[config.mk]
export PLATFORM = sky130hd
export DESIGN_NAME = sha224_byte_stream_hasher_unit
export DESIGN_NICKNAME = d
export VERILOG_FILES = /design/src/design/shbh_pkg.sv /design/src/design/shbh_front.sv /design/src/design/shbh_queue.sv /design/src/design/shbh_back.sv /design/src/design/sha224_byte_stream_hasher_unit.sv
export SDC_FILE = /design/constraint.sdc
export NUM_CORES = 2
export LEC_CHECK = 0
export BUFFER_PORTS_ARGS = -buffer_cell sky130_fd_sc_hd__buf_2
export CAP_MARGIN = 20
export CORE_ASPECT_RATIO = 1.2
export CORE_MARGIN = 10
export CORE_UTILIZATION = 25
export CTS_CLUSTER_DIAMETER = 120
export DETAILED_ROUTE_END_ITERATION = 16
export PLACE_DENSITY = 0.38
export SLEW_MARGIN = 20
export SYNTH_ARGS = -nofsm -noshare
export SYNTH_HDL_FRONTEND = slang
export SYNTH_SLANG_ARGS = --single-unit
[constraint.sdc]
create_clock -name i_clk -period 15.8 [get_ports i_clk]
set_input_delay 0 -clock i_clk [delete_from_list [all_inputs] [get_ports i_clk]]
set_output_delay 0 -clock i_clk [all_outputs]
set_load 0.02 [all_outputs]
[src/design/shbh_pkg.sv]
`default_nettype none
package shbh_pkg;

    localparam int unsigned CNT_W = 29;
    localparam logic [CNT_W-1:0] MAX_BYTES = 29'd536870911;
    localparam logic [7:0] PAD_BYTE = 8'h80;
    localparam logic [5:0] LEN_POS = 6'd56;
    localparam logic [5:0] LAST_POS = 6'd63;
    localparam logic [5:0] LAST_ROUND = 6'd63;
    localparam logic [2:0] LAST_IDX = 3'd6;

    typedef struct packed {
        logic [7:0] data_byte;
        logic       has_byte;
        logic       last;
    } t_in_item;

    typedef struct packed {
        logic [31:0] digest_word;
        logic [2:0]  word_index;
        logic        last_word;
        logic        too_long;
    } t_out_item;

    // classified transaction passed from front to back
    typedef struct packed {
        logic [CNT_W-1:0] total;
        logic             ovf;
        logic             last;
        logic             has;
        logic [7:0]       data;
    } t_cmd;

    typedef struct packed {
        logic valid;
        logic full;
    } t_q_stat;

    typedef enum logic [1:0] {
        S_IDLE,
        S_PAD,
        S_COMP,
        S_OUT
    } t_bstate;

    function automatic logic [31:0] iv_word(input logic [2:0] idx);
        logic [31:0] r;
        unique case (idx)
            3'd0: r = 32'hc1059ed8;
            3'd1: r = 32'h367cd507;
            3'd2: r = 32'h3070dd17;
            3'd3: r = 32'hf70e5939;
            3'd4: r = 32'hffc00b31;
            3'd5: r = 32'h68581511;
            3'd6: r = 32'h64f98fa7;
            default: r = 32'hbefa4fa4;
        endcase
        return r;
    endfunction

    function automatic logic [31:0] round_k(input logic [5:0] t);
        logic [31:0] k [64];
        k = '{
            32'h428a2f98, 32'h71374491, 32'hb5c0fbcf, 32'he9b5dba5,
            32'h3956c25b, 32'h59f111f1, 32'h923f82a4, 32'hab1c5ed5,
            32'hd807aa98, 32'h12835b01, 32'h243185be, 32'h550c7dc3,
            32'h72be5d74, 32'h80deb1fe, 32'h9bdc06a7, 32'hc19bf174,
            32'he49b69c1, 32'hefbe4786, 32'h0fc19dc6, 32'h240ca1cc,
            32'h2de92c6f, 32'h4a7484aa, 32'h5cb0a9dc, 32'h76f988da,
            32'h983e5152, 32'ha831c66d, 32'hb00327c8, 32'hbf597fc7,
            32'hc6e00bf3, 32'hd5a79147, 32'h06ca6351, 32'h14292967,
            32'h27b70a85, 32'h2e1b2138, 32'h4d2c6dfc, 32'h53380d13,
            32'h650a7354, 32'h766a0abb, 32'h81c2c92e, 32'h92722c85,
            32'ha2bfe8a1, 32'ha81a664b, 32'hc24b8b70, 32'hc76c51a3,
            32'hd192e819, 32'hd6990624, 32'hf40e3585, 32'h106aa070,
            32'h19a4c116, 32'h1e376c08, 32'h2748774c, 32'h34b0bcb5,
            32'h391c0cb3, 32'h4ed8aa4a, 32'h5b9cca4f, 32'h682e6ff3,
            32'h748f82ee, 32'h78a5636f, 32'h84c87814, 32'h8cc70208,
            32'h90befffa, 32'ha4506ceb, 32'hbef9a3f7, 32'hc67178f2
        };
        return k[t];
    endfunction

    function automatic logic [31:0] rotr(input logic [31:0] x, input int unsigned n);
        return (x >> n) | (x << (32 - n));
    endfunction

endpackage
`default_nettype wire

[src/design/shbh_front.sv]
`default_nettype none
module shbh_front (
    input  wire logic             i_clk,
    input  wire logic             i_rst_n,
    input  wire logic             i_valid,
    output logic                  o_stall,
    input  wire shbh_pkg::t_in_item i_item,
    input  wire shbh_pkg::t_q_stat  i_q_stat,
    output logic                  o_push,
    output shbh_pkg::t_cmd        o_cmd
);
    import shbh_pkg::*;

    logic [CNT_W-1:0] r_total, n_total;
    logic             r_ovf, n_ovf;
    logic             has_eff;
    logic             accept;

    assign o_stall = i_q_stat.full;
    assign accept  = i_valid && !i_q_stat.full;

    always_comb begin
        has_eff = i_item.has_byte && !r_ovf && (r_total != MAX_BYTES);
        n_ovf   = r_ovf || (i_item.has_byte && (r_total == MAX_BYTES));
        n_total = r_total + {{(CNT_W-1){1'b0}}, has_eff};
        // drop transactions that carry neither a byte nor the end mark
        o_push     = accept && (has_eff || i_item.last);
        o_cmd.data  = i_item.data_byte;
        o_cmd.has   = has_eff;
        o_cmd.last  = i_item.last;
        o_cmd.ovf   = n_ovf;
        o_cmd.total = n_total;
    end

    always_ff @(posedge i_clk) begin
        if (!i_rst_n) begin
            r_total <= '0;
            r_ovf   <= 1'b0;
        end else if (accept) begin
            if (i_item.last) begin
                r_total <= '0;
                r_ovf   <= 1'b0;
            end else begin
                r_total <= n_total;
                r_ovf   <= n_ovf;
            end
        end
    end
endmodule
`default_nettype wire

[src/design/shbh_queue.sv]
`default_nettype none
module shbh_queue (
    input  wire logic           i_clk,
    input  wire logic           i_rst_n,
    input  wire logic           i_push,
    input  wire shbh_pkg::t_cmd i_cmd,
    input  wire logic           i_pop,
    output shbh_pkg::t_q_stat   o_stat,
    output shbh_pkg::t_cmd      o_cmd
);
    import shbh_pkg::*;

    t_cmd       r_mem [2];
    logic       r_wptr;
    logic       r_rptr;
    logic [1:0] r_cnt;
    logic       do_pop;
    logic       do_push;

    assign o_stat.valid = (r_cnt != 2'd0);
    assign o_stat.full  = (r_cnt == 2'd2);
    assign o_cmd        = r_mem[r_rptr];
    assign do_pop       = i_pop && o_stat.valid;
    assign do_push      = i_push && !o_stat.full;

    always_ff @(posedge i_clk) begin
        if (do_push) begin
            r_mem[r_wptr] <= i_cmd;
        end
    end

    always_ff @(posedge i_clk) begin
        if (!i_rst_n) begin
            r_wptr <= 1'b0;
            r_rptr <= 1'b0;
            r_cnt  <= 2'd0;
        end else begin
            if (do_push) begin
                r_wptr <= !r_wptr;
            end
            if (do_pop) begin
                r_rptr <= !r_rptr;
            end
            r_cnt <= r_cnt + {1'b0, do_push} - {1'b0, do_pop};
        end
    end
endmodule
`default_nettype wire

[src/design/shbh_back.sv]
`default_nettype none
module shbh_back (
    input  wire logic              i_clk,
    input  wire logic              i_rst_n,
    input  wire shbh_pkg::t_q_stat i_q_stat,
    input  wire shbh_pkg::t_cmd    i_cmd,
    output logic                   o_pop,
    output logic                   o_valid,
    input  wire logic              i_stall,
    output shbh_pkg::t_out_item    o_item
);
    import shbh_pkg::*;

    t_bstate     r_state, n_state;
    logic [5:0]  r_pos;
    logic [23:0] r_acc;
    logic [31:0] r_w     [16];
    logic [31:0] r_chain [8];
    logic [31:0] r_v     [8];
    logic [31:0] n_v     [8];
    logic [5:0]  r_round;
    logic        r_pad;
    logic        r_len;
    logic        r_sent80;
    logic        r_final;
    logic        r_err;
    logic [31:0] r_bits;
    logic [2:0]  r_idx;

    logic        feed_en;
    logic [7:0]  feed_byte;
    logic        word_done;
    logic        block_full;
    logic        len_phase;
    logic        out_done;
    logic [31:0] sched;
    logic [31:0] t1;
    logic [31:0] t2;

    assign len_phase  = r_len || (r_sent80 && (r_pos == LEN_POS));
    assign word_done  = feed_en && (r_pos[1:0] == 2'd3);
    assign block_full = feed_en && (r_pos == LAST_POS);
    assign out_done   = !i_stall && (r_err || (r_idx == LAST_IDX));

    always_comb begin
        n_state   = r_state;
        feed_en   = 1'b0;
        feed_byte = i_cmd.data;
        o_pop     = 1'b0;
        unique case (r_state)
            S_IDLE: begin
                if (i_q_stat.valid) begin
                    o_pop   = 1'b1;
                    feed_en = i_cmd.has;
                    if (feed_en && (r_pos == LAST_POS)) begin
                        n_state = S_COMP;
                    end else if (i_cmd.last) begin
                        n_state = i_cmd.ovf ? S_OUT : S_PAD;
                    end
                end
            end
            S_PAD: begin
                feed_en = 1'b1;
                if (!r_sent80) begin
                    feed_byte = PAD_BYTE;
                end else if (len_phase && (r_pos[5:2] == 4'hf)) begin
                    feed_byte = r_bits[{~r_pos[1:0], 3'b000} +: 8];
                end else begin
                    feed_byte = 8'h00;
                end
                if (r_pos == LAST_POS) begin
                    n_state = S_COMP;
                end
            end
            S_COMP: begin
                if (r_round == LAST_ROUND) begin
                    n_state = r_final ? S_OUT : (r_pad ? S_PAD : S_IDLE);
                end
            end
            S_OUT: begin
                if (out_done) begin
                    n_state = S_IDLE;
                end
            end
            default: n_state = S_IDLE;
        endcase
    end

    // one compression round and one schedule word per cycle
    always_comb begin
        sched = (rotr(r_w[14], 17) ^ rotr(r_w[14], 19) ^ (r_w[14] >> 10)) + r_w[9]
              + (rotr(r_w[1], 7) ^ rotr(r_w[1], 18) ^ (r_w[1] >> 3)) + r_w[0];
        t1 = r_v[7] + (rotr(r_v[4], 6) ^ rotr(r_v[4], 11) ^ rotr(r_v[4], 25))
           + ((r_v[4] & r_v[5]) ^ (~r_v[4] & r_v[6])) + round_k(r_round) + r_w[0];
        t2 = (rotr(r_v[0], 2) ^ rotr(r_v[0], 13) ^ rotr(r_v[0], 22))
           + ((r_v[0] & r_v[1]) ^ (r_v[0] & r_v[2]) ^ (r_v[1] & r_v[2]));
        n_v[0] = t1 + t2;
        n_v[1] = r_v[0];
        n_v[2] = r_v[1];
        n_v[3] = r_v[2];
        n_v[4] = r_v[3] + t1;
        n_v[5] = r_v[4];
        n_v[6] = r_v[5];
        n_v[7] = r_v[6];
    end

    always_ff @(posedge i_clk) begin
        if (!i_rst_n) begin
            r_state <= S_IDLE;
        end else begin
            r_state <= n_state;
        end
    end

    // datapath without reset
    always_ff @(posedge i_clk) begin
        if (feed_en) begin
            r_acc <= {r_acc[15:0], feed_byte};
        end
        if (word_done) begin
            for (int i = 0; i < 15; i++) begin
                r_w[i] <= r_w[i+1];
            end
            r_w[15] <= {r_acc, feed_byte};
        end else if (r_state == S_COMP) begin
            for (int i = 0; i < 15; i++) begin
                r_w[i] <= r_w[i+1];
            end
            r_w[15] <= sched;
        end
        if (block_full) begin
            r_v <= r_chain;
        end else if (r_state == S_COMP) begin
            r_v <= n_v;
        end
        if (o_pop && i_cmd.last) begin
            r_bits <= {i_cmd.total, 3'b000};
        end
    end

    always_ff @(posedge i_clk) begin
        if (!i_rst_n) begin
            r_pos    <= '0;
            r_round  <= '0;
            r_pad    <= 1'b0;
            r_len    <= 1'b0;
            r_sent80 <= 1'b0;
            r_final  <= 1'b0;
            r_err    <= 1'b0;
            r_idx    <= '0;
            for (int i = 0; i < 8; i++) begin
                r_chain[i] <= iv_word(3'(i));
            end
        end else begin
            if (feed_en) begin
                r_pos <= r_pos + 6'd1;
            end
            if (block_full) begin
                r_round <= '0;
            end else if (r_state == S_COMP) begin
                r_round <= r_round + 6'd1;
                if (r_round == LAST_ROUND) begin
                    for (int i = 0; i < 8; i++) begin
                        r_chain[i] <= r_chain[i] + n_v[i];
                    end
                end
            end
            if (o_pop && i_cmd.last) begin
                r_pad <= !i_cmd.ovf;
                r_err <= i_cmd.ovf;
            end
            if (r_state == S_PAD) begin
                r_sent80 <= 1'b1;
                if (len_phase) begin
                    r_len <= 1'b1;
                    if (r_pos == LAST_POS) begin
                        r_final <= 1'b1;
                    end
                end
            end
            if (r_state == S_OUT && !i_stall) begin
                if (out_done) begin
                    // start afresh for the next message
                    r_idx    <= '0;
                    r_pos    <= '0;
                    r_pad    <= 1'b0;
                    r_len    <= 1'b0;
                    r_sent80 <= 1'b0;
                    r_final  <= 1'b0;
                    r_err    <= 1'b0;
                    for (int i = 0; i < 8; i++) begin
                        r_chain[i] <= iv_word(3'(i));
                    end
                end else begin
                    r_idx <= r_idx + 3'd1;
                end
            end
        end
    end

    assign o_valid            = (r_state == S_OUT);
    assign o_item.digest_word = r_err ? 32'd0 : r_chain[r_idx];
    assign o_item.word_index  = r_idx;
    assign o_item.last_word   = r_err || (r_idx == LAST_IDX);
    assign o_item.too_long    = r_err;
endmodule
`default_nettype wire

[src/design/sha224_byte_stream_hasher_unit.sv]
`default_nettype none
// SHA-224 hasher fed one message byte per transaction; a transaction with last set ends
// the message (has_byte low hashes the message without a new byte) and seven digest
// words follow, word 0 first. A front stage classifies transactions and counts bytes
// into a two-entry queue; the back end gathers bytes into the 16-word schedule window
// and runs the compression at one round per cycle. A block's bytes are all taken in
// before its rounds run; the end of a message adds 9 to 72 padding bytes, the upper part
// spilling into an extra block, and then the digest words go out. Messages over
// 536870911 bytes give one result with too_long set instead of a digest.
module sha224_byte_stream_hasher_unit (
    input  wire logic                i_clk,
    input  wire logic                i_rst_n,
    input  wire logic                i_in_valid,
    output logic                     o_in_stall,
    input  wire shbh_pkg::t_in_item  i_in_item,
    output logic                     o_out_valid,
    input  wire logic                i_out_stall,
    output shbh_pkg::t_out_item      o_out_item
);
    import shbh_pkg::*;

    t_q_stat q_stat;
    t_cmd    push_cmd;
    t_cmd    head_cmd;
    logic    push;
    logic    pop;

    shbh_front u_front (
        .i_clk    (i_clk),
        .i_rst_n  (i_rst_n),
        .i_valid  (i_in_valid),
        .o_stall  (o_in_stall),
        .i_item   (i_in_item),
        .i_q_stat (q_stat),
        .o_push   (push),
        .o_cmd    (push_cmd)
    );

    shbh_queue u_queue (
        .i_clk   (i_clk),
        .i_rst_n (i_rst_n),
        .i_push  (push),
        .i_cmd   (push_cmd),
        .i_pop   (pop),
        .o_stat  (q_stat),
        .o_cmd   (head_cmd)
    );

    shbh_back u_back (
        .i_clk    (i_clk),
        .i_rst_n  (i_rst_n),
        .i_q_stat (q_stat),
        .i_cmd    (head_cmd),
        .o_pop    (pop),
        .o_valid  (o_out_valid),
        .i_stall  (i_out_stall),
        .o_item   (o_out_item)
    );

    a_err_single: assert property (@(posedge i_clk) disable iff (!i_rst_n)
        o_out_valid && o_out_item.too_long |->
            o_out_item.last_word && (o_out_item.word_index == 3'd0))
        else $error("error result not a single closing transaction");

    a_word_order: assert property (@(posedge i_clk) disable iff (!i_rst_n)
        o_out_valid && !i_out_stall && !o_out_item.last_word |=>
            o_out_valid && (o_out_item.word_index == $past(o_out_item.word_index) + 3'd1))
        else $error("digest words out of order");

    a_no_push_when_full: assert property (@(posedge i_clk) disable iff (!i_rst_n)
        q_stat.full |-> !(push && !o_in_stall))
        else $error("queue overrun");
endmodule
`default_nettype wire

==> key figures <==
Drt
  – First DRT Iteration DRCs: between 3000 and 4000
  – Routed WL: ~270000 um
  – Initial DRT Pass Iterations: 5
  – Antenna-violating nets left: 0
  – Average wire per standard cell: 24.8 um
  – Drt via density: approximately 4.8
  – Drc violations: 0
  – Via count: roughly 53000

Global routing
  – Gr usage total: 0.168
  – Antenna violations before repair: 5
  – Remaining global-route overflow: 0
  – Vias in the first global route: between 50000 and 60000
  – Largest net degree at the start of global routing: ~180
  – First-pass GRT wire length: 389000 um

Placement
  – Final HPWL DP: 202000 um
  – IO buf count: between 50 and 60
  – Gpl congestion: between 0.8 and 0.9
  – Placed Area: 77000 um2

Min path
  – Type of the worst min-delay path: input pin to flop

Clock tree
  – Post-CTS setup buffers: 0
  – Clk sinks: roughly 1200
  – CTS clk-pin slew, worst paths: roughly 0.06 ns
  – Post-CTS sizing: 0
  – H-tree depth: 4
  – Worst-skew pair later-pin latency: ~0.84 ns
  – Root buffer cell: clkbuf_16
  – Clock Path Buffers: 4
  – TritonCTS buffer count: roughly 160
  – CTS tree: built
  – Hold Buf Count CTS: 22

Critical path
  – CP arrival: approximately 13 ns
  – Worst path slowest cell: ha_1
  – CP max FO: 27
  – Worst EP required: ~17 ns
  – Crit path kind: flop to flop
  – Most frequent CP cell: o21ai_0
  – Max stage delay on crit path: between 0.9 and 1 ns
  – Critical path endpoint category: flop
  – Startpoint types: flop

Synth
  – Fraction of registers with async set or reset after synthesis: 0
  – Cell taking the most area after synthesis: edfxtp_1
  – Post-Syn Instances: between 6000 and 7000
  – Most common cell in the netlist: nand2_1
  – Synth cell types: slightly below 90
  – Synth warnings: 0
  – Post-synth top area share: 0.374
  – Top post-synthesis cells by count: nand2_1 (1257), edfxtp_1 (901), a21oi_1 (497), xnor2_1 (417), ha_1 (403)
  – Cell Area, Synth: 72300 um2
  – Ranking of synthesized cells by area: edfxtp_1 (37%), dfxtp_1 (8.7%), ha_1 (7.0%), nand2_1 (6.5%), fa_1 (5.4%)
  – Top_reg_cell synth: edfxtp_1
  – Sequential share of the synthesized area: 0.461
  – Number of synthesized flops with an enable pin: approximately 900
  – FF+latch count, synth: about 1200
  – Syn avg cell area: roughly 10 um2
  – Syn_nets: roughly 7600

Run status
  – Status: completed

STA
  – FMAX: approximately 0.080 GHz
  – Worst slew margin: 0.183
  – Tcrit/Tclk final: 0.794
  – Final hold violation count: 0
  – Clk_skew: between 0.06 and 0.07 ns
  – RSZ-0062 raised after global routing: false
  – Slew Viols, Final: 0
  – Worst Tran Pin Value: around 1.2 ns
  – Min Tclk post-route: around 13 ns
  – Final setup viols: 0
  – Post-route setup TNS: 0 ns

Cells and area
  – Fin nets: 7593
  – Fraction of layout cells with a size suffix above 1: 0.0788
  – Finished Cell Area: just over 80000 um2
  – Fillers: approximately 30000
  – Multi-input combinational cell area: around 37000 um2
  – P&R area growth vs syn: 13.6%
  – Reg area: about 33000 um2

Floorplanning
  – CORE AREA: approximately 290000 um2
  – I/O pin count: 53
  – Starting Density: 0.251
  – Std-Cell Rows: 216
  – Die height: around 610 um
  – Die width: between 500 and 600 um
  – Die area: between 300000 and 400000 um2

Flow run
  – Max cap viols: 0
## routing by layer
layer | vias to the layer above | global-route usage | wire, um
met1 | 26400 | 0.208 | 115000
met5 | - | 0 | 0
met4 | 0 | 0.0507 | 8960
met3 | 342 | 0.0175 | 8540
met2 | 1078 | 0.304 | 138000
li1 | 24900 | - | -
## state kept, by name (all words and copies together) (netlist names), named ones only
name             cells
u_back.r_final       1
u_queue.r_rptr       1
u_front.r_total     29
u_back.r_pad         1
u_back.r_pos         6
u_queue.r_wptr       1
u_back.r_bits       29
u_back.r_err         1
u_back.r_v          64
u_back.r_chain     256
u_back.r_acc        24
u_back.r_w         512
u_front.r_ovf        1
u_back.n_v         192
u_back.r_round       6
u_queue.r_mem       80
u_back.r_len         1
u_back.r_sent80      1
u_queue.r_cnt        2
u_back.r_state       2
u_back.r_idx         3
## cells in the final DEF, fill, tap and decap left out, drive strengths merged, types with 16 or more instances in the layout
cell	count
nand2	1257
edfxtp	901
a21oi	498
xnor2	417
ha	403
nor2	384
o21ai	324
dfxtp	313
inv	298
clkbuf	204
fa	195
a21o	182
xor2	178
buf	148
o211ai	105
nand3	97
nor2b	80
nor3	79
mux4	73
a211oi	67
mux2i	65
mux2	64
o21a	59
nand2b	54
a31oi	49
o21bai	48
clkinv	47
and3	40
nand4	33
or3	32
o31ai	28
a22oi	25
and2	24
dlygate4sd3	22
maj3	19
o22ai	17
and4	16
a211o	16
## through the flow
step	worst slack [ns]	hold WS (ns)	cells	util
2_1_floorplan	1.27	0.0989	6986	-
3_3_place_gp	3.34	0.192	10600	0.267
3_5_place_dp	3.36	0.192	10600	0.267
4_1_cts	3.37	0.0255	10900	0.285
5_1_grt	2.36	0.0614	10900	0.285
6_report	3.25	0.106	10900	0.285
## kinds of logic (layout without fill, tap and decap cells)
logic type | Yosys count | in the layout | share of synthesized area
flip-flops | 1214 | 1214 | 0.461
buffers and inverters | 627 | 739 | 0.0326
adder cells (fa/ha/maj) | 617 | 617 | 0.126
AO/OA/AOI/OAI | 1571 | 1571 | 0.137
other | 0 | 2 | 0
XOR/XNOR | 596 | 596 | 0.0724
AND/OR/NAND/NOR | 2159 | 2159 | 0.128
multiplexers | 202 | 202 | 0.0417
## critical path, delay by kind of cell (launching register included)
family          cells  cell delay (ns)
compound gates     16             4.60
fa+ha+maj           8             3.88
simple gates       11             2.07
buf+inv             6             1.05
xor+xnor            3             0.55
flops               1             0.31
## path summary, 6_finish.rpt
check | start | end | slack [ns] | cells after the start
worst min-delay path | i_in_item[1] | u_queue.r_mem[0][10] | 0.11 | 3
worst max register to register | u_back.r_round[0] | u_back.r_chain[255] | 3.25 | 44
worst min register to register | u_back.r_w[0][174] | u_back.r_w[0][142] | 0.37 | 0
worst max-delay path | u_back.r_round[0] | u_back.r_chain[255] | 3.25 | 44
## cell type report
type                            instances  share of cell area
Multi-Input combinational cell       5145               0.447
Sequential cell                      1214               0.406
Tap cell                             3815              0.0581
Clock buffer                          204              0.0516
Timing Repair Buffer                  170              0.0155
Inverter                              293              0.0134
Clock inverter                         72             0.00833
Antenna cell                            2           0.0000609
Power is not shown: default switching activity piles up to over one toggle a cycle in this logic, so the estimate is an artifact.
